$ cat src/rtl/spapf_pkg.sv
// Package for the source-prefix allowlist packet filter.
// Holds the word, result and search-query types, codes and the prefix mask function.
// Depends on nothing; every other file imports it.
package spapf_pkg;

  // Command codes carried in the command field of an input word.
  localparam logic CMD_FRAME = 1'b0;
  localparam logic CMD_WRITE = 1'b1;

  // Reason codes given with each verdict.
  localparam logic [2:0] RSN_DISABLED  = 3'd0;
  localparam logic [2:0] RSN_TRUNCATED = 3'd1;
  localparam logic [2:0] RSN_ARP       = 3'd2;
  localparam logic [2:0] RSN_V4_ALLOW  = 3'd3;
  localparam logic [2:0] RSN_V4_DENY   = 3'd4;
  localparam logic [2:0] RSN_V6_ALLOW  = 3'd5;
  localparam logic [2:0] RSN_V6_DENY   = 3'd6;
  localparam logic [2:0] RSN_UNKNOWN   = 3'd7;

  // EtherType values and protocol numbers.
  localparam logic [15:0] ET_IPV4 = 16'h0800;
  localparam logic [15:0] ET_IPV6 = 16'h86DD;
  localparam logic [15:0] ET_ARP  = 16'h0806;
  localparam logic [7:0]  PROTO_TCP = 8'd6;
  localparam logic [7:0]  PROTO_UDP = 8'd17;

  // Minimum frame lengths and longest usable prefixes.
  localparam logic [16:0] MIN_ETH_LEN  = 17'd14;
  localparam logic [16:0] MIN_IPV4_LEN = 17'd34;
  localparam logic [16:0] MIN_IPV6_LEN = 17'd54;
  localparam logic [7:0]  V4_MAX_PREFIX = 8'd32;
  localparam logic [7:0]  V6_MAX_PREFIX = 8'd128;

  // Controller states.
  typedef enum logic {
    ST_IDLE,
    ST_SEARCH
  } state_t;

  // One input word.
  typedef struct packed {
    logic        command;
    logic [7:0]  frame_byte;
    logic        frame_end;
    logic [7:0]  entry_slot;
    logic        entry_valid;
    logic        entry_family_v6;
    logic [7:0]  entry_prefix_len;
    logic [63:0] entry_addr_high;
    logic [63:0] entry_addr_low;
    logic        entry_allow;
  } in_t;

  // One result word.
  typedef struct packed {
    logic        verdict;
    logic [2:0]  reason;
    logic [31:0] source_v4;
    logic [15:0] dest_port;
    logic [7:0]  ip_protocol;
    logic [31:0] packets_seen;
    logic [31:0] packets_allowed;
    logic [31:0] packets_dropped;
    logic [31:0] arp_passed;
  } out_t;

  // Search query and best match so far, handed from cell to cell.
  typedef struct packed {
    logic        valid;
    logic        v6;
    logic [63:0] hi;
    logic [63:0] lo;
    logic        found;
    logic [7:0]  best_len;
    logic        best_allow;
  } query_t;

  // Mask with the top n bits set; n of 64 or more gives all ones.
  function automatic logic [63:0] top_mask(input logic [7:0] n);
    logic [63:0] ones;
    ones = '1;
    if (n >= 8'd64) begin
      return ones;
    end
    return ~(ones >> n[5:0]);
  endfunction

endpackage

$ cat src/rtl/spapf_cell.sv
// One allowlist slot of the search chain: holds the entry and refines the best match.
// Depends on spapf_pkg.
module spapf_cell
  import spapf_pkg::*;
#(
  parameter int SLOT_INDEX = 0
) (
  input  logic   clk,
  input  logic   rst,
  input  logic   wr_en,
  input  in_t    wr,
  input  query_t q_in,
  output query_t q_out
);

  localparam logic [11:0] IDX = 12'(SLOT_INDEX);

  logic        ent_valid;
  logic        ent_v6;
  logic        ent_allow;
  logic [7:0]  ent_len;
  logic [63:0] ent_hi;
  logic [63:0] ent_lo;
  logic        sel;
  logic [63:0] mask_hi;
  logic [63:0] mask_lo;
  logic        in_range;
  logic        hit;
  logic        better;

  assign sel = wr_en && ({4'd0, wr.entry_slot} == IDX);

  // Only the valid flag is cleared by reset; the other entry fields are only read once written.
  always_ff @(posedge clk) begin
    if (rst) begin
      ent_valid <= 1'b0;
    end else if (sel) begin
      ent_valid <= wr.entry_valid;
    end
  end

  always_ff @(posedge clk) begin
    if (sel) begin
      ent_v6    <= wr.entry_family_v6;
      ent_allow <= wr.entry_allow;
      ent_len   <= wr.entry_prefix_len;
      ent_hi    <= wr.entry_addr_high;
      ent_lo    <= wr.entry_addr_low;
    end
  end

  // Prefix compare for the family of the query.
  always_comb begin
    if (q_in.v6) begin
      in_range = (ent_len <= V6_MAX_PREFIX);
      mask_hi  = top_mask(ent_len);
      mask_lo  = (ent_len > 8'd64) ? top_mask(ent_len - 8'd64) : 64'd0;
    end else begin
      in_range = (ent_len <= V4_MAX_PREFIX);
      mask_hi  = top_mask(ent_len) & 64'hFFFF_FFFF_0000_0000;
      mask_lo  = 64'd0;
    end
    hit = ent_valid && (ent_v6 == q_in.v6) && in_range &&
          (((q_in.hi ^ ent_hi) & mask_hi) == 64'd0) &&
          (((q_in.lo ^ ent_lo) & mask_lo) == 64'd0);
    // A strictly longer prefix wins, so the lowest slot keeps a tie.
    better = hit && (!q_in.found || (ent_len > q_in.best_len));
  end

  // Pass the query on, updated with this slot's entry; only the valid flag is reset.
  always_ff @(posedge clk) begin
    if (rst) begin
      q_out.valid <= 1'b0;
    end else begin
      q_out.valid <= q_in.valid;
    end
    q_out.v6 <= q_in.v6;
    q_out.hi <= q_in.hi;
    q_out.lo <= q_in.lo;
    if (better) begin
      q_out.found      <= 1'b1;
      q_out.best_len   <= ent_len;
      q_out.best_allow <= ent_allow;
    end else begin
      q_out.found      <= q_in.found;
      q_out.best_len   <= q_in.best_len;
      q_out.best_allow <= q_in.best_allow;
    end
  end

endmodule

$ cat config.mk
export PLATFORM = sky130hd
export DESIGN_NAME = spapf_cell
export DESIGN_NICKNAME = d
export VERILOG_FILES = /design/src/rtl/spapf_pkg.sv /design/src/rtl/spapf_cell.sv
export SDC_FILE = /design/constraint.sdc
export NUM_CORES = 1
export LEC_CHECK = 0
export BUFFER_PORTS_ARGS = -buffer_cell sky130_fd_sc_hd__buf_2
export CAP_MARGIN = 20
export CORE_AREA = 2 2 169 171
export CTS_CLUSTER_SIZE = 14
export DETAILED_ROUTE_END_ITERATION = 10
export DIE_AREA = 0 0 171 173
export PLACE_DENSITY = 0.69
export SYNTH_ARGS = -nofsm -noshare
export SYNTH_HDL_FRONTEND = slang
export SYNTH_SLANG_ARGS = --single-unit
$ cat constraint.sdc
create_clock -name clk -period 4.8 [get_ports clk]
set_clock_uncertainty 0.2 [all_clocks]
set_input_delay 0.24 -clock clk [delete_from_list [all_inputs] [get_ports clk]]
set_output_delay 0.24 -clock clk [all_outputs]
set_load 0.005 [all_outputs]
; ---- After elaboration in Yosys (flattened, before gate mapping)
; Index checks and enable logic that the tools add are counted.
[word_totals]
in_bits = 300
reg_bits = 279
out_inout_bits = 140
[classes]
add_sub_neg = 1
n_eq_ne = 1
magnitude_cmp = 6
muxes = 15
n_bitwise = 6
shift = 2
reduce_logical = 11
[op_table]
columns = cell, count
row1 = $mux 64, 8
row2 = $and 64x64->64, 2
row3 = $logic_not 64->1, 2
row4 = $not 64->64, 2
row5 = $shr 64x6->64 const A, 2
row6 = $xor 64x64->64, 2
row7 = $ge 8x7->1 const B, 2
row8 = $mux 9, 1
row9 = $gt 8x7->1 const B, 1
row10 = $gt 8x8->1, 1
row11 = $le 8x6->1 const B, 1
row12 = $le 8x8->1 const B, 1
row13 = $logic_not 8->1, 1
row14 = $sub 8x7->8 const B, 1
row15 = $logic_and 1x1->1, 6
row16 = $mux 1, 6
row17 = $eq 1x1->1, 1
row18 = $logic_not 1->1, 1
row19 = $logic_or 1x1->1, 1

; ---- Depth between registers and ports, before layout
; Gate-level depths: netlist of run 1.
[logic_depth]
ltp_word = 12
mapped_depth = 11
ltp_nobuf = 9

; ---- Worst setup path after synthesis of run 1
; Ideal clock, no wire load.
[synth_timing]
path_type = input port to flip-flop
startpoint = input wr[141] in the netlist's numbering
endpoint = register ent_valid
setup_ns = 0.127
arrival_ns = 4.260
path_stages = 4
slack_ns = 0.213
path_cell_list = nor4_1 > and4b_1 > mux2i_1 > nor2_1
[synth_between]
elab_chain_cells = 2
[synth_lines]
columns = item, line_no
row1 = "start, declared", spapf_cell.sv:11  ; input in_t wr,
row2 = $logic_not 8->1, spapf_cell.sv:31  ; assign sel = wr_en && ({4'd0, wr.entry_slot} == IDX);
row3 = $logic_and 1x1->1, spapf_cell.sv:31
row4 = net sel, spapf_cell.sv:24  ; logic sel;
row5 = "end signal, assigned", spapf_cell.sv:38  ; ent_valid <= wr.entry_valid;
row6 = "end, declared", spapf_cell.sv:18  ; logic ent_valid;
; The timed path passes the listed nets, and every way through them passes these cells.
; A chain may end at the register's enable or synchronous reset.

; ---- Worst setup path in the final report of run 1
[layout_timing]
startpoint = register ent_len[5]
endpoint = register q_out[5] in the netlist's numbering
[layout_between]
elab_chain_cells = 12
elab_cells_between_ends = 33
[layout_lines]
columns = item, line_no
row1 = "start, declared", spapf_cell.sv:21  ; logic [7:0] ent_len;
row2 = "start signal, assigned", spapf_cell.sv:46  ; ent_len <= wr.entry_prefix_len;
row3 = $sub 8x7->8, spapf_cell.sv:57  ; mask_lo = (ent_len > 8'd64) ? top_mask(ent_len - 8'd64) : 64'd0;
row4 = $ge 8x7->1, spapf_pkg.sv:82  ; if (n >= 8'd64) begin
row5 = $mux 1, spapf_pkg.sv:82
row6 = $mux 1, spapf_cell.sv:54  ; if (q_in.v6) begin
row7 = $mux 64, spapf_pkg.sv:85  ; return ~(ones >> n[5:0]);
row8 = $mux 64, spapf_cell.sv:57
row9 = $mux 64, spapf_cell.sv:54
row10 = $and 64x64->64, spapf_cell.sv:65  ; (((q_in.lo ^ ent_lo) & mask_lo) == 64'd0);
row11 = $logic_not 64->1, spapf_cell.sv:65
row12 = $logic_and 1x1->1, spapf_cell.sv:64  ; (((q_in.hi ^ ent_hi) & mask_hi) == 64'd0) &&
row13 = $logic_and 1x1->1 (*), spapf_cell.sv:67  ; better = hit && (!q_in.found || (ent_len > q_in.best_len));
row14 = $mux 9 (*), spapf_cell.sv:80  ; if (better) begin
row15 = "end, declared", spapf_cell.sv:13  ; output query_t q_out
; Every way passes the cells marked *; elsewhere a longest branch is shown, timed or not. The select of a mux whose other input is x is not followed.

==> key figures, run 1 <==
Status
  – Outcome: finished, final reports clean

Worst setup path
  – R2R cell count: 9
  – Crit Reg-Reg Startpoint: ent_len[5]$_DFFE_PP_
  – Reg2reg setup slack: 890 ps
  – Worst path slowest cell: edfxtp_1
  – Critical Path Source: ent_len[5]$_DFFE_PP_
  – Setup crit start kind: flop
  – Worst Path Arrival: 4140 ps
  – Max stage delay on crit path: 660 ps
  – CP Max Fanout: 20
  – Crit path cell chain: buf_4, or4b_1, o21ai_0, nand4_1, nor4_1, nand4_1, o31ai_4, nand4_4, mux2_4
  – Crit end category: flop
  – CP most frequent cell: nand4_1
  – Critical path type: reg2reg
  – Critical Path RT: 5030 ps
  – Worst r2r dst: q_out[5]$_DFF_P_

Cells and area
  – Commonest cells after routing, fill and taps aside: buf_2, dlygate4sd3_1, dfxtp_1, edfxtp_1, xor2_1
  – Post-route insts no fill: 1884
  – Share of cells above drive strength 1: 33.6%
  – Filler cells: 2132
  – Synthesis-to-finish area growth: 61.3%
  – Commonest non-fill, non-tap cell in the layout: buf_2
  – Nets: 1790

Floorplan
  – Die height: 173 µm
  – Die ar.: 29600 µm²
  – Std cell rows: 61
  – Die width: 171 µm
  – Core area: 27600 µm²
  – I/O pins: 440
  – Starting Density: 37.7%

CTS
  – Hold-fix buffers at CTS: 280
  – Root buffer cell: clkbuf_16
  – H-tree lvl count: 1
  – Cts repair resizes: 0
  – Cts bufs inserted: 28
  – Clock Latency Late Sink: 550 ps
  – Clk buf depth: 3
  – Clock sink count: 279
  – Post-CTS setup buffer count: 0
  – TritonCTS clock tree: built
  – Worst-path clk slew: 70 ps

Placement
  – Inst Count DP: 1550
  – Final HPWL DP: 27.8 mm
  – Port Buffers: 429
  – Placer Congestion: 0.956

Min path
  – Hold Path Class: in2reg
  – Hold_sp: wr[145]
  – Hold EP: ent_hi[6]$_DFFE_PP_
  – Hold depth: 2

Synth
  – Ys async rst share: 0%
  – Seq/Total Area, Yosys: 66.9%
  – Mapped Area: 10400 µm²
  – Syn Area/Cell: 13.7 µm²
  – Post-synth EDFFs: 138
  – Yosys top cell area share: 39.8%
  – Yosys reg bits: 279
  – Main synth FF type: dfxtp_1
  – Yosys warning count: 0
  – Syn nets: 1069
  – Distinct cells, synth: 77
  – Area contributors post-synth: edfxtp_1, dfxtp_1, xor2_1, xnor2_1, a21oi_1
  – Cell count after synthesis: 761
  – Synth area leader: edfxtp_1

Global routing
  – First-pass GRT wire length: 60.0 mm
  – Global Route Usage Sum: 27.1%
  – Vias in the first global route: 10200
  – Largest net degree at the start of global routing: 78
  – Total grt overflow: 0
  – Initial antenna violation count: 1

Drt
  – Via density: 4.97
  – 1st-pass router iterations: 5
  – Drt drc: 0
  – Iter 0 DRT Violations: 848
  – Via count: 9359
  – Routed len/inst: 21.9 µm
  – Total wire length: 41.3 mm
  – Post-DRT Antenna Nets: 0

Run
  – Max_cap viols: 0

Timing
  – Min cycle time layout: 3910 ps
  – Slew @ Worst Pin: 919 ps
  – Max-slew violation count: 0
  – Fmax: 256 MHz
  – RSZ-0062 raised after global routing: no
  – Total negative slack: 0 ps
  – Final setup vio count: 0
  – Max-slew headroom: 38.7%
  – Fin. Hold Viols: 0
  – Final worst-path cycle share: 81.4%

Power
  – Maximum VDD drop: 0.000265 V
  – Pwr/cell area: 325 nW/µm²
  – Leakage power: 6.98 nW
-- cell families (layout without fill, tap and decap cells) --
kind of cell             count (synthesis)  in the layout  synth area share (%)
AND/OR/NAND/NOR                        123            123                  6.96
other                                    0              2                     0
AO/OA/AOI/OAI                          174            174                  11.4
XOR/XNOR                               128            128                  10.8
flip-flops                             279            279                  66.9
multiplexers                            10             10                  1.35
adder cells (fa/ha/maj)                  9              9                  1.06
buffers and inverters                   38            781                  1.53
-- registers in the layout, summed over array words and instances, names as in the netlist --
signal / flops
ent_hi: 64
ent_v6: 1
ent_len: 8
ent_valid: 1
ent_lo: 64
q_out: 140
ent_allow: 1
-- cell type report --
| cell class | count | area (µm²) | area share (%) |
|---|---|---|---|
| inverter | 9 | 33.8 | 0.201 |
| clock inverter | 10 | 131 | 0.783 |
| antenna | 2 | 5.00 | 0.0298 |
| tap | 378 | 473 | 2.82 |
| timing repair buffer | 720 | 5040 | 30.1 |
| multi-input combinational | 444 | 3280 | 19.6 |
| clock buffer | 42 | 846 | 5.04 |
| sequential | 279 | 6970 | 41.5 |
-- metal layers --
| layer | GRT usage, % | routed length (µm) | vias to the layer above |
|---|---|---|---|
| li1 | - | - | 4284 |
| met1 | 31.8 | 15900 | 4523 |
| met2 | 48.5 | 21100 | 475 |
| met3 | 5.52 | 2880 | 77 |
| met4 | 9.75 | 1340 | 0 |
| met5 | 0 | 0 | - |
-- cell usage after synthesis (all sizes together) (3+ instances only) --
| cell | count |
|---|---|
| a2111oi | 5 |
| a211oi | 5 |
| a21o | 5 |
| a21oi | 43 |
| a22oi | 5 |
| a31oi | 4 |
| and2 | 4 |
| buf | 9 |
| clkbuf | 20 |
| dfxtp | 141 |
| edfxtp | 138 |
| ha | 8 |
| inv | 8 |
| mux2 | 8 |
| nand2 | 14 |
| nand2b | 5 |
| nand3 | 15 |
| nand4 | 16 |
| nor2 | 17 |
| nor2b | 5 |
| nor3 | 9 |
| nor4 | 12 |
| o2111ai | 4 |
| o211ai | 12 |
| o21a | 6 |
| o21ai | 43 |
| o221ai | 3 |
| o22ai | 6 |
| o311ai | 3 |
| o31ai | 6 |
| or2 | 3 |
| or3 | 6 |
| xnor2 | 48 |
| xor2 | 80 |
-- report_power, final --
group | total (mW) | internal [mW] | leakage, nW | switching, mW
Sequential | 2.58 | 2.56 | 2.43 | 0.0192
Combinational | 0.561 | 0.328 | 4.07 | 0.233
Clock | 2.31 | 1.38 | 0.477 | 0.928
Total | 5.45 | 4.27 | 6.98 | 1.18
-- critical path, delay by kind of cell, from the launching register on --
family	cells	cell delay [ps]
buf+inv	1	330
simple gates	5	1650
flops	1	660
mux	1	380
compound gates	2	550
-- per-stage QoR --
| stage | cell area [µm²] | power [mW] | setup slack, ps | util (%) | hold slack (ps) |
|---|---|---|---|---|---|
| finish | 16800 | 5.45 | 892 | 60.8 | 93.0 |
| floorplan | 10400 | 2.73 | 213 | - | 67.7 |
| CTS | 16800 | 5.45 | 909 | 60.7 | 85.9 |
| detailed placement | 13000 | 2.99 | 943 | 47.1 | 168 |
| global route | 16800 | 5.62 | 636 | 60.7 | 111 |
| global placement | 13000 | 2.99 | 967 | 47.1 | 167 |
-- how the worst max path moves through the flow --
stage / slack [ps] / endpoint
global route: 640 / q_out[5]$_DFF_P_
global placement: 970 / q_out[5]$_DFF_P_
detailed placement: 940 / q_out[4]$_DFF_P_
CTS: 910 / q_out[5]$_DFF_P_
finish: 890 / q_out[5]$_DFF_P_
floorplan: 210 / ent_valid$_SDFFE_PP0P_
Power figures use the tool's default switching activity.
==> run 2, diff against run 1 <==
- clock period: 4.8 -> 3.39 ns (I/O delays scaled with it)
==> run 2 against run 1 <==
Clock power is 30% higher. Flip-flop and latch count stayed put. Critical path depth stayed put. Critical endpoint is now q_out[9]$_SDFF_PP1_. Largest cell class unchanged. Highest routed layer unchanged.
==> key figures, run 2 (synthesis results as in run 1) <==
Status
  – Outcome: finished, final reports clean

Timing
  – Final setup vio count: 0
  – Total negative slack: 0 ps
  – Fin. Hold Viols: 0
  – Min cycle time layout: 3340 ps
  – Max-slew headroom: 39.8%
  – Final worst-path cycle share: 98.6%
  – Slew @ Worst Pin: 901 ps
  – Max-slew violation count: 0
  – Fmax: 299 MHz

Placement
  – Inst Count DP: 1585
  – Port Buffers: 429
  – Placer Congestion: 0.965
  – Final HPWL DP: 28.2 mm
  – Placed cell area: 13300 µm²

Cells and area
  – Share of cells above drive strength 1: 36.3%
  – Post-route insts no fill: 1929
  – Nets: 1835
  – Regs by FF count: q_out x140, ent_hi x64, ent_lo x64
  – Commonest non-fill, non-tap cell in the layout: buf_2
  – Synthesis-to-finish area growth: 65.0%
  – Final Cell Area: 17200 µm²
  – Most flops, register: q_out
  – Commonest cells after routing, fill and taps aside: buf_2, dlygate4sd3_1, dfxtp_1, edfxtp_1, xor2_1
  – Largest register FFs: 140

Drt
  – Post-DRT Antenna Nets: 0
  – Routed len/inst: 21.3 µm
  – Via count: 9583
  – Total wire length: 41.1 mm
  – Drt drc: 0
  – Iter 0 DRT Violations: 681
  – 1st-pass router iterations: 5
  – Via density: 4.97

CTS
  – TritonCTS clock tree: built
  – Cts bufs inserted: 28
  – Root buffer cell: clkbuf_16
  – H-tree lvl count: 1
  – Clock Latency Late Sink: 560 ps
  – Clock sink count: 279
  – Worst-path clk slew: 60 ps
  – Clk buf depth: 3

Worst setup path
  – Cell family with most CP delay: compound AO/OA/AOI/OAI gates
  – Critical Path RT: 3690 ps
  – Setup crit start kind: flop
  – Max stage delay on crit path: 530 ps
  – Worst path slowest cell: dlygate4sd3_1
  – Buffers plus inverters on the worst setup path: 2
  – Worst Path Arrival: 3650 ps
  – Crit path cell chain: buf_4, a211o_2, nand2b_1, a2111oi_1, and4_1, nand4_1, a21oi_4, a31o_2, dlygate4sd3_1
  – Crit end category: flop
  – CP Max Fanout: 11
  – Critical path type: reg2reg

Global routing
  – First-pass GRT wire length: 59.4 mm
  – Initial antenna violation count: 2
  – Largest net degree at the start of global routing: 79
  – Global Route Usage Sum: 26.7%
  – Total grt overflow: 0
  – Vias in the first global route: 10200

Floorplan
  – I/O pins: 440
  – Die width: 171 µm
  – Die height: 173 µm
  – Core area: 27600 µm²
  – Starting Density: 37.7%
  – Std cell rows: 61
  – Die ar.: 29600 µm²

Min path
  – Hold Path Class: in2reg

Run
  – Max_cap viols: 0

Power
  – Total Power: 7.46 mW
  – Maximum VDD drop: 0.000430 V
  – Pwr/cell area: 434 nW/µm²
  – Leakage power: 7.18 nW
run 2: cell types whose count changed in the layout (fill, tap and decap cells not counted), moves of 3 or more:
cell | before | now
buf_4 | 10 | 48
a2111oi_0 | 4 | 0
clkinv_1 | 1 | 5
o21ai_0 | 41 | 37
o21ai_1 | 2 | 6
a21oi_1 | 42 | 39
buf_6 | 0 | 3
clkbuf_8 | 5 | 2
dlygate4sd3_1 | 280 | 283
run 2: path summary, 6_finish.rpt:
check | endpoint | from | cells after the start | slack (ps)
worst max-delay path | q_out[9]$_SDFF_PP1_ | ent_len[1]$_DFFE_PP_ | 9 | 50
worst min-delay path | q_out[129]$_DFF_P_ | q_in[129] | 2 | 80
worst max register to register | q_out[9]$_SDFF_PP1_ | ent_len[1]$_DFFE_PP_ | 9 | 50
worst min register to register | q_out[0]$_DFF_P_ | ent_allow$_DFFE_PP_ | 1 | 280
run 2: per-layer routing:
layer | global-route usage, % | part of all wire (%) | vias to the layer above
met4 | 8.83 | 3.2 | 0
met3 | 5.58 | 7.3 | 100
met2 | 47.8 | 50 | 508
li1 | - | - | 4382
met5 | 0 | 0 | -
met1 | 31.7 | 39 | 4593
run 2: where the power goes:
part | leakage [nW] | internal [mW] | switching, mW
sequential | 2.43 | 3.63 | 0.0282
clock | 0.426 | 1.69 | 1.32
combinational | 4.33 | 0.468 | 0.330
run 2: cell type report:
class	instances	area (µm²)
diodes	2	5.00
clock buffers	39	783
clock inverters	13	97.6
fillers	2057	10500
inverters	9	33.8
multi-input cells	444	3400
flip-flops and latches	279	6970
well taps	378	473
repair buffers	765	5410
run 2: worst register-to-register path, cell delays in order (launching register included):
cell,delay (ps)
edfxtp_1,490
buf_4,240
a211o_2,440
nand2b_1,180
a2111oi_1,360
and4_1,300
nand4_1,160
a21oi_4,220
a31o_2,170
dlygate4sd3_1,530
run 2: timing repair:
action | in CTS | in global routing
setup buffers | 0 | 7
hold endpoints to repair | 297 | 0
gates resized for setup | 1 | 37
gates cloned | 0 | 0
pin swaps | 0 | 9
hold buffers | 283 | 0
endpoints found under the setup margin | 8 | 10
run 2: stage by stage:
stage | hold slack, ps | utilization, % | setup WS, ps
global route | 74.9 | 62.2 | -3.67
detailed placement | 97.3 | 48.0 | 16.7
finish | 79.8 | 62.2 | 45.9
global placement | 96.1 | 48.0 | -43.8
CTS | 55.1 | 61.5 | 28.8
floorplan | -2.78 | - | 372
==> run 3, diff against run 2 <==
- SETUP_SLACK_MARGIN: not set -> 0.4
==> run 3 against run 2 <==
Non-clock buffer count up 26. Clock power increased by 5%. Hold slack improved by 2.8 ps. Highest routed layer unchanged.
==> key figures, run 3 (synthesis results as in run 1) <==
Status
  – Outcome: finished, final reports clean

CTS
  – H-tree lvl count: 1
  – Clk buf depth: 3
  – Worst-path clk slew: 70 ps
  – Clock sink count: 279
  – TritonCTS clock tree: built
  – Root buffer cell: clkbuf_16
  – Clock Latency Late Sink: 560 ps
  – Cts bufs inserted: 28

Drt
  – Via count: 9798
  – 1st-pass router iterations: 5
  – Via density: 5.01
  – Post-DRT Antenna Nets: 0
  – Total wire length: 41.9 mm
  – Routed len/inst: 21.4 µm
  – Drt drc: 0
  – Iter 0 DRT Violations: 695

Global routing
  – Largest net degree at the start of global routing: 49
  – Initial antenna violation count: 4
  – Vias in the first global route: 10400
  – First-pass GRT wire length: 60.3 mm
  – Total grt overflow: 0
  – Global Route Usage Sum: 27.0%

Power
  – Int Pwr: 5.93 mW
  – Comb power frac: 10.6%
  – Clk pwr share: 41.4%
  – Sequential power share: 48.0%
  – Leakage power: 7.45 nW
  – Pwr/cell area: 430 nW/µm²
  – Maximum VDD drop: 0.000417 V
  – Net Switching: 1.68 mW
  – Sw frac: 22.0%

Floorplan
  – I/O pins: 440
  – Die width: 171 µm
  – Core area: 27600 µm²
  – Die ar.: 29600 µm²
  – Die height: 173 µm
  – Std cell rows: 61
  – Starting Density: 37.7%

Worst setup path
  – Crit path cell chain: buf_4, or4_4, buf_4, o21ai_0, o2111a_1, and4_1, nand4_1, a21oi_4, nand4_4, clkbuf_16, mux2_4
  – Critical Path Source: ent_len[2]$_DFFE_PP_
  – Worst path slowest cell: or4_4
  – Crit Reg-Reg Startpoint: ent_len[2]$_DFFE_PP_
  – Cell family with most CP delay: simple AND/OR/NAND/NOR gates
  – CP most frequent cell: buf_4
  – Reg2reg setup slack: 100 ps
  – Setup crit start kind: flop
  – Worst setup path endpoint: q_out[1]$_DFF_P_
  – Crit end category: flop
  – Buffers plus inverters on the worst setup path: 3
  – Max stage delay on crit path: 570 ps
  – Worst r2r dst: q_out[1]$_DFF_P_
  – CP Max Fanout: 4
  – R2R cell count: 11
  – WP depth: 11
  – Critical path type: reg2reg
  – Critical Path RT: 3630 ps
  – Worst Path Arrival: 3530 ps

Timing
  – Max-slew violation count: 0
  – Fin. Hold Viols: 0
  – Slew @ Worst Pin: 707 ps
  – Final setup vio count: 0
  – Total negative slack: 0 ps
  – Min cycle time layout: 3290 ps
  – Fmax: 304 MHz
  – Hold slack: 82.6 ps
  – Max-slew headroom: 52.9%
  – Final worst-path cycle share: 97.1%
  – RSZ-0062 raised after global routing: yes

Cells and area
  – Synthesis-to-finish area growth: 70.0%
  – Most flops, register: q_out
  – Share of cells above drive strength 1: 38.9%
  – Nets: 1861
  – Commonest cells after routing, fill and taps aside: buf_2, dlygate4sd3_1, dfxtp_1, edfxtp_1, xor2_1
  – Largest register FFs: 140
  – Filler cells: 2073
  – Regs by FF count: q_out x140, ent_hi x64, ent_lo x64
  – Area of the multi-input gates: 3510 µm²
  – Fin util: 64.0%
  – Commonest non-fill, non-tap cell in the layout: buf_2
  – Register area: 6970 µm²

Placement
  – Port Buffers: 429
  – Placer Congestion: 0.930
  – Final HPWL DP: 27.8 mm

Min path
  – Hold Path Class: in2reg

Run
  – Max_cap viols: 0
==> run 3: cell types whose count changed in the layout (fill, tap and decap cells not counted), sizes merged <==
| cell | previous run | this run |
|---|---|---|
| diode | 2 | 4 |
| dlygate4sd3 | 283 | 280 |
| inv | 9 | 10 |
| clkbuf | 39 | 46 |
| bufbuf | 0 | 2 |
| buf | 482 | 508 |
| clkinvlp | 2 | 0 |
| bufinv | 1 | 0 |
| clkinv | 10 | 6 |
==> run 3: metrics by stage <==
stage | setup slack (ps) | total power [mW] | instance area (µm²) | std cells
final | 99.1 | 7.61 | 17700 | 1957
after global routing | 66.8 | 7.84 | 17700 | 1955
after CTS | 250 | 7.61 | 17500 | 1939
after detailed placement | 18.2 | 4.24 | 13300 | 1586
after global placement | 36.8 | 4.23 | 13300 | 1586
after floorplan | 377 | 3.87 | 10400 | 761
==> run 3: routing by layer <==
metal	part of all wire (%)	vias to the layer above	track usage [%]
met3	7.3	82	4.67
met5	0	-	0
met2	51	528	48.6
met1	39	4752	32.3
met4	2.7	0	8.79
li1	-	4436	-
==> run 3: power groups by stage <==
stage | Clock, mW | Sequential [mW] | Combinational, mW
2_1_floorplan | 0 | 3.74 | 0.132
3_3_place_gp | 0 | 3.72 | 0.513
3_5_place_dp | 0 | 3.72 | 0.516
4_1_cts | 3.18 | 3.65 | 0.781
5_1_grt | 3.32 | 3.66 | 0.859
6_report | 3.15 | 3.65 | 0.806
==> run 3: layout make-up <==
class	instances	area share [%]
timing repair buffer	791	32.5
multi-input combinational	444	19.8
sequential	279	39.4
clock inverter	7	0.233
clock buffer	45	5.14
antenna	4	0.0566
inverter	9	0.191
tap	378	2.67
==> run 3: repair_timing <==
action                                 in CTS  in global routing
gates cloned                                3                  3
resized for setup                          48                 29
setup endpoints to repair                   9                 10
hold buffers                              280                  0
setup buffers                              18                 11
pin swaps                                  11                 17
endpoints found under the hold margin     279                  0
==> run 3: worst min-delay path by stage <==
stage,startpoint,end,slack (ps),cells past startpoint
4_1_cts,q_in[56],q_out[56]$_DFF_P_,60,2
6_report,q_in[137],q_out[137]$_DFF_P_,80,2
2_1_floorplan,q_in[100],q_out[100]$_DFF_P_,-3,0
3_3_place_gp,q_in[49],q_out[49]$_DFF_P_,100,1
3_5_place_dp,q_in[135],q_out[135]$_DFF_P_,100,1
5_1_grt,q_in[124],q_out[124]$_DFF_P_,80,2
